==> src/design/sesd_pkg.sv <==
package sesd_pkg;

    // fixed field widths
    localparam int SPEED_W  = 32;
    localparam int THR_W    = 24;
    localparam int DECEL_W  = 24;
    localparam int FLOOR_W  = 16;
    localparam int KW_W     = 11;
    localparam int FRAC_W   = 8;

    // raw speed is clipped at 2^RAW_Q in q.8
    localparam int RAW_Q    = 42;
    localparam int RAW_W    = RAW_Q + 1;

    localparam logic [KW_W-1:0] KW_ONE = 11'd1024;
    localparam int KW_SHIFT = 10;

    // configuration register indexes
    localparam int CFG_IDX_W = 2;
    localparam logic [CFG_IDX_W-1:0] CFG_SPEED_THRESHOLD = 2'd0;
    localparam logic [CFG_IDX_W-1:0] CFG_DECEL_LIMIT     = 2'd1;
    localparam logic [CFG_IDX_W-1:0] CFG_NOISE_FLOOR     = 2'd2;
    localparam logic [CFG_IDX_W-1:0] CFG_KEEP_WEIGHT     = 2'd3;

    localparam logic [THR_W-1:0]   RST_SPEED_THRESHOLD = 24'd1100;
    localparam logic [DECEL_W-1:0] RST_DECEL_LIMIT     = 24'd9500;
    localparam logic [FLOOR_W-1:0] RST_NOISE_FLOOR     = 16'd50;
    localparam logic [KW_W-1:0]    RST_KEEP_WEIGHT     = 11'd717;

    // shift-subtract unit modes
    localparam logic MODE_DIV  = 1'b0;
    localparam logic MODE_SQRT = 1'b1;

endpackage

==> src/design/sesd_shsub.sv <==
module sesd_shsub
    import sesd_pkg::*;
#(
    parameter int SRC_W     = 50,
    parameter int U_W       = 65,
    parameter int MAX_STEPS = 42
)
(
    input  logic                                 clk,
    input  logic                                 rst_n,
    input  logic                                 start,
    input  logic                                 mode,
    input  logic [SRC_W-1:0]                     src,
    input  logic [U_W-1:0]                       init_rem,
    input  logic [U_W-1:0]                       divisor,
    input  logic [$clog2(MAX_STEPS+1)-1:0]       steps,
    output logic                                 done,
    output logic [U_W-1:0]                       result
);

    localparam int STEP_W = $clog2(MAX_STEPS + 1);

    logic              busy_reg, busy_next;
    logic              done_reg, done_next;
    logic [STEP_W-1:0] cnt_reg, cnt_next;
    logic              mode_reg;
    logic [U_W-1:0]    rem_reg;
    logic [U_W-1:0]    res_reg;
    logic [U_W-1:0]    div_reg;
    logic [SRC_W-1:0]  src_reg;

    logic [U_W-1:0]    shifted;
    logic [U_W-1:0]    trial;
    logic [U_W:0]      diff;
    logic              ge;

    // one subtractor serves both the root and the long division
    always_comb
    begin
        if (mode_reg == MODE_SQRT)
        begin
            shifted = {rem_reg[U_W-3:0], src_reg[SRC_W-1:SRC_W-2]};
            trial   = {res_reg[U_W-3:0], 2'b01};
        end
        else
        begin
            shifted = {rem_reg[U_W-2:0], src_reg[SRC_W-1]};
            trial   = div_reg;
        end
        diff = {1'b0, shifted} - {1'b0, trial};
        ge   = !diff[U_W];
    end

    always_comb
    begin
        busy_next = busy_reg;
        done_next = 1'b0;
        cnt_next  = cnt_reg;
        if (start)
        begin
            busy_next = 1'b1;
            cnt_next  = steps;
        end
        else if (busy_reg)
        begin
            cnt_next = cnt_reg - 1'b1;
            if (cnt_reg == STEP_W'(1))
            begin
                busy_next = 1'b0;
                done_next = 1'b1;
            end
        end
    end

    always_ff @(posedge clk or negedge rst_n)
    begin
        if (!rst_n)
        begin
            busy_reg <= 1'b0;
            done_reg <= 1'b0;
            cnt_reg  <= '0;
        end
        else
        begin
            busy_reg <= busy_next;
            done_reg <= done_next;
            cnt_reg  <= cnt_next;
        end
    end

    always_ff @(posedge clk)
    begin
        if (start)
        begin
            mode_reg <= mode;
            rem_reg  <= init_rem;
            res_reg  <= '0;
            div_reg  <= divisor;
            src_reg  <= src;
        end
        else if (busy_reg)
        begin
            rem_reg <= ge ? diff[U_W-1:0] : shifted;
            res_reg <= {res_reg[U_W-2:0], ge};
            if (mode_reg == MODE_SQRT)
                src_reg <= src_reg << 2;
            else
                src_reg <= src_reg << 1;
        end
    end

    assign done   = done_reg;
    assign result = res_reg;

endmodule

==> config.mk <==
export PLATFORM = sky130hd
export DESIGN_NAME = sesd_shsub
export DESIGN_NICKNAME = d
export VERILOG_FILES = /design/src/design/sesd_pkg.sv /design/src/design/sesd_shsub.sv
export SDC_FILE = /design/constraint.sdc
export NUM_CORES = 1
export LEC_CHECK = 0
export BUFFER_PORTS_ARGS = -buffer_cell sky130_fd_sc_hd__buf_2
export CORE_MARGIN = 2
export CORE_UTILIZATION = 45
export CTS_CLUSTER_SIZE = 30
export DETAILED_ROUTE_END_ITERATION = 8
export PLACE_DENSITY_LB_ADDON = 0.1
export SLEW_MARGIN = 25
export SYNTH_ARGS = -nofsm -noshare
export SYNTH_HDL_FRONTEND = slang
export SYNTH_SLANG_ARGS = --single-unit
export TNS_END_PERCENT = 5
==> constraint.sdc <==
create_clock -name clk -period 5.6 [get_ports clk]
set_clock_uncertainty 0.05 [all_clocks]
set_input_delay 0.28 -clock clk [delete_from_list [all_inputs] [get_ports clk]]
set_output_delay 0.28 -clock clk [all_outputs]
set_load 0.02 [all_outputs]
==> impl_metrics.toml <==
[pwr]
swShare_pct = 39.64
intPower_mw = 5.564
p_total_mw = 9.219
p_leak_nw = 8.829
powerDensity_nw_per_um2 = 468.4
switching_power_mw = 3.655
pwr-share-seq_pct = 28.6
power.share.clock_pct = 20.1
pwr-share-comb_pct = 51.3
ir_drop_uv = 316.3

[synth]
syn-cell-area_um2 = 15600
synth-compound-area-share_pct = 15.85
synth-seq-cells = 253
yosys.area_share.simple_pct = 11.23
seq_area_frac_synth_pct = 44.28
yosysUniqueCellTypes = 74
synth_xor_area_share_pct = 3.201
synth-async-reset-ratio_pct = 3.162
synth-adder-area-share_pct = 5.503
synth_edf_count = 180
synthCells = 1544
yosys_warnings = 0
synth_fp_nets = 1802
syn_area_per_cell_um2 = 10.10
synth_top_family_by_area = "multiplexers"
yosys-mux-area-fraction_pct = 16.33
synth_flop_cell = "edfxtp_1"

[worst_setup_path]
critPathRequiredTime_ns = 5.85
endpoint = "rem_reg[46]"
r2r-start = "mode_reg"
cp_top_family = "compound AO/OA/AOI/OAI gates"
cp_common_cell = "a21oi_1"
r2r_slack_ns = 0.70
cp-end-kind = "register"
cp_data_arrival_time_ns = 5.16
r2r_end = "rem_reg[46]"
r2r_cells = 14
startpoint = "mode_reg"
path_buf_inv = 1
worst_path_max_delay_cell = "edfxtp_1"
cp_num_cells = 14
slowest_delay_ns = 0.86
path_max_fanout = 17
cp-start-kind = "register"
path_cells = "buf_4 -> mux2i_1 -> ha_1 -> fa_1 -> nor2b_1 -> o2111ai_1 -> a21oi_1 -> o21ai_1 -> a21oi_1 -> nor3_1 -> o21ai_0 -> xnor2_1 -> a21oi_1 -> mux2_2"
path_class = "reg -> reg"

[sta]
slew_headroom_pct = 35.65
finalSetupTns_ns = 0
hold_viol_final = 0
max_freq_ghz = 0.2039
rsz0062_at_grt = "no"
period_share_pct = 87.58
fin_crit_ns = 4.904
drv_slew = 0
worst_slew_pin_slew_ns = 0.9652
setup_viol = 0

[drt]
wl_per_cell_um = 17.00
vias = 12760
first_pass_iters = 5
dr.first_iter.drc_count = 768
drt-vias-per-instance = 5.361
ant_nets = 0
routed_wirelength_um = 40430
drcViolationCount = 0

[clock_network]
cts.sinks = 253
htree_levels = 1
clk_latency_ns = 0.56
cts_tree = "done"
ctsResizeCount = 0
postCtsHoldBufs = 154
numCtsBuffers = 28
post_cts_buffers = 0
clockBufferDepth = 3
cts_root_buffer = "clkbuf_16"
clkTransAtPathRegs_ns = 0.06

[global_route]
grtUsageMet3_pct = 2.712
grt_pass1_vias = 12740
grt_first_pass_wirelength_um = 64910
antenna_found_initial = 1
track_usage_pct = 21.81
grtUsageMet1_pct = 30.75
met2_usage_pct = 36.30
grt_start_max_net_pins = 114
busiest_layer = "met2"
grt.overflow.total = 0

[die]
die_x_um = 190.2
die_h_um = 190.2
io_pins = 256
initial_utilization_pct = 45.38
core-area_um2 = 34370
fp.dieArea_um2 = 36170
row_count = 68

[hold_path]
hold_path_class = "in -> reg"

[flow_run]
maxCapViolCount = 0

[placement]
dp_hpwl_um = 27760
dpl.cell_count = 2172
portBuffers = 254
placed_cell_area_um2 = 17220
place_congestion = 0.8572

[finish]
final_area_um2 = 19680
mostFrequentLayoutCells = "buf_2, edfxtp_1, mux2i_1, dlygate4sd3_1, nand2_1"
fin_cells = 2379
final_common_cell = "buf_2"
nNetsFinal = 2159
layout-drive-gt1-share_pct = 21.06
syn2layout_area_growth_pct = 26.18
fillers = 2998

[run_status]
status = "completed"
==> synthesized netlist by cell type (13+ instances only) <==
cell type  count  area share (%)
a31oi_1       16            0.64
nand2_1      140             3.4
buf_1         26            0.63
nor3_1        16            0.51
xnor2_1       30             1.7
buf_2         13            0.42
xor2_1        27             1.5
nand3_1       13            0.42
mux2_2        68             4.9
a21o_1        51             2.5
nand4_1       17            0.68
clkbuf_1      54             1.3
inv_1         42             1.0
nor2_1       129             3.1
dfxtp_1       65             8.3
a21oi_1      110             3.5
o21ai_0      111             3.6
a211oi_1      28             1.3
ha_1          67             5.4
edfxtp_1     180              35
mux2i_1      178              11
==> worst register-to-register path, stage by stage, from the launching register on <==
cell	delay [ns]
edfxtp_1	0.86
buf_4	0.33
mux2i_1	0.33
ha_1	0.26
fa_1	0.20
nor2b_1	0.07
o2111ai_1	0.24
a21oi_1	0.18
o21ai_1	0.41
a21oi_1	0.24
nor3_1	0.74
o21ai_0	0.21
xnor2_1	0.18
a21oi_1	0.08
mux2_2	0.27
==> power groups by stage <==
stage / sequential (mW) / clock [mW] / combinational (mW)
global route: 2.68 / 1.97 / 5.30
global placement: 2.66 / 0 / 4.59
detailed placement: 2.67 / 0 / 4.60
finish: 2.63 / 1.85 / 4.73
CTS: 2.63 / 1.90 / 4.72
floorplan: 2.60 / 0 / 3.65
==> final cells by class <==
class | instances | area (um2) | share of cell area, %
diodes | 1 | 2.502 | 0.01271
clock buffers | 35 | 747.0 | 3.795
clock inverters | 17 | 175.2 | 0.8900
inverters | 42 | 160.2 | 0.8137
multi-input cells | 1152 | 8137 | 41.34
flip-flops and latches | 253 | 6910 | 35.11
well taps | 455 | 569.3 | 2.893
repair buffers | 424 | 2980 | 15.14
==> cells by family after synthesis <==
family          Yosys count
mux                     246
flops                   253
xor+xnor                 57
buf+inv                 139
compound gates          395
fa+ha+maj                68
simple gates            386
==> worst min-delay path by stage <==
stage	end	cells after the start	slack [ns]	from
floorplan	busy_reg	0	-0.07	rst_n
global placement	cnt_reg[4]	1	0.08	rst_n
detailed placement	cnt_reg[3]	1	0.08	rst_n
CTS	rem_reg[25]	3	0.0005	init_rem[25]
global route	rem_reg[11]	3	0.02	init_rem[11]
finish	rem_reg[11]	3	0.03	init_rem[11]
==> metrics by stage <==
stage	util [%]	setup WS (ns)	hold WS, ns
CTS	57.25	0.7181	0.0004733
global placement	50.08	0.7940	0.08281
detailed placement	50.08	0.7587	0.08289
floorplan	-	0.7250	-0.06559
global route	57.26	0.2937	0.01922
finish	57.26	0.6957	0.03480
==> metal layers <==
layer / part of all wire (%) / routed length, um / up-vias
met5: 0 / 0 / -
met4: 1.6 / 658 / 0
met3: 4.5 / 1802 / 39
met1: 49 / 19650 / 6027
li1: - / - / 6406
met2: 45 / 18320 / 283
Note: power is estimated with default switching activity, not from simulation.
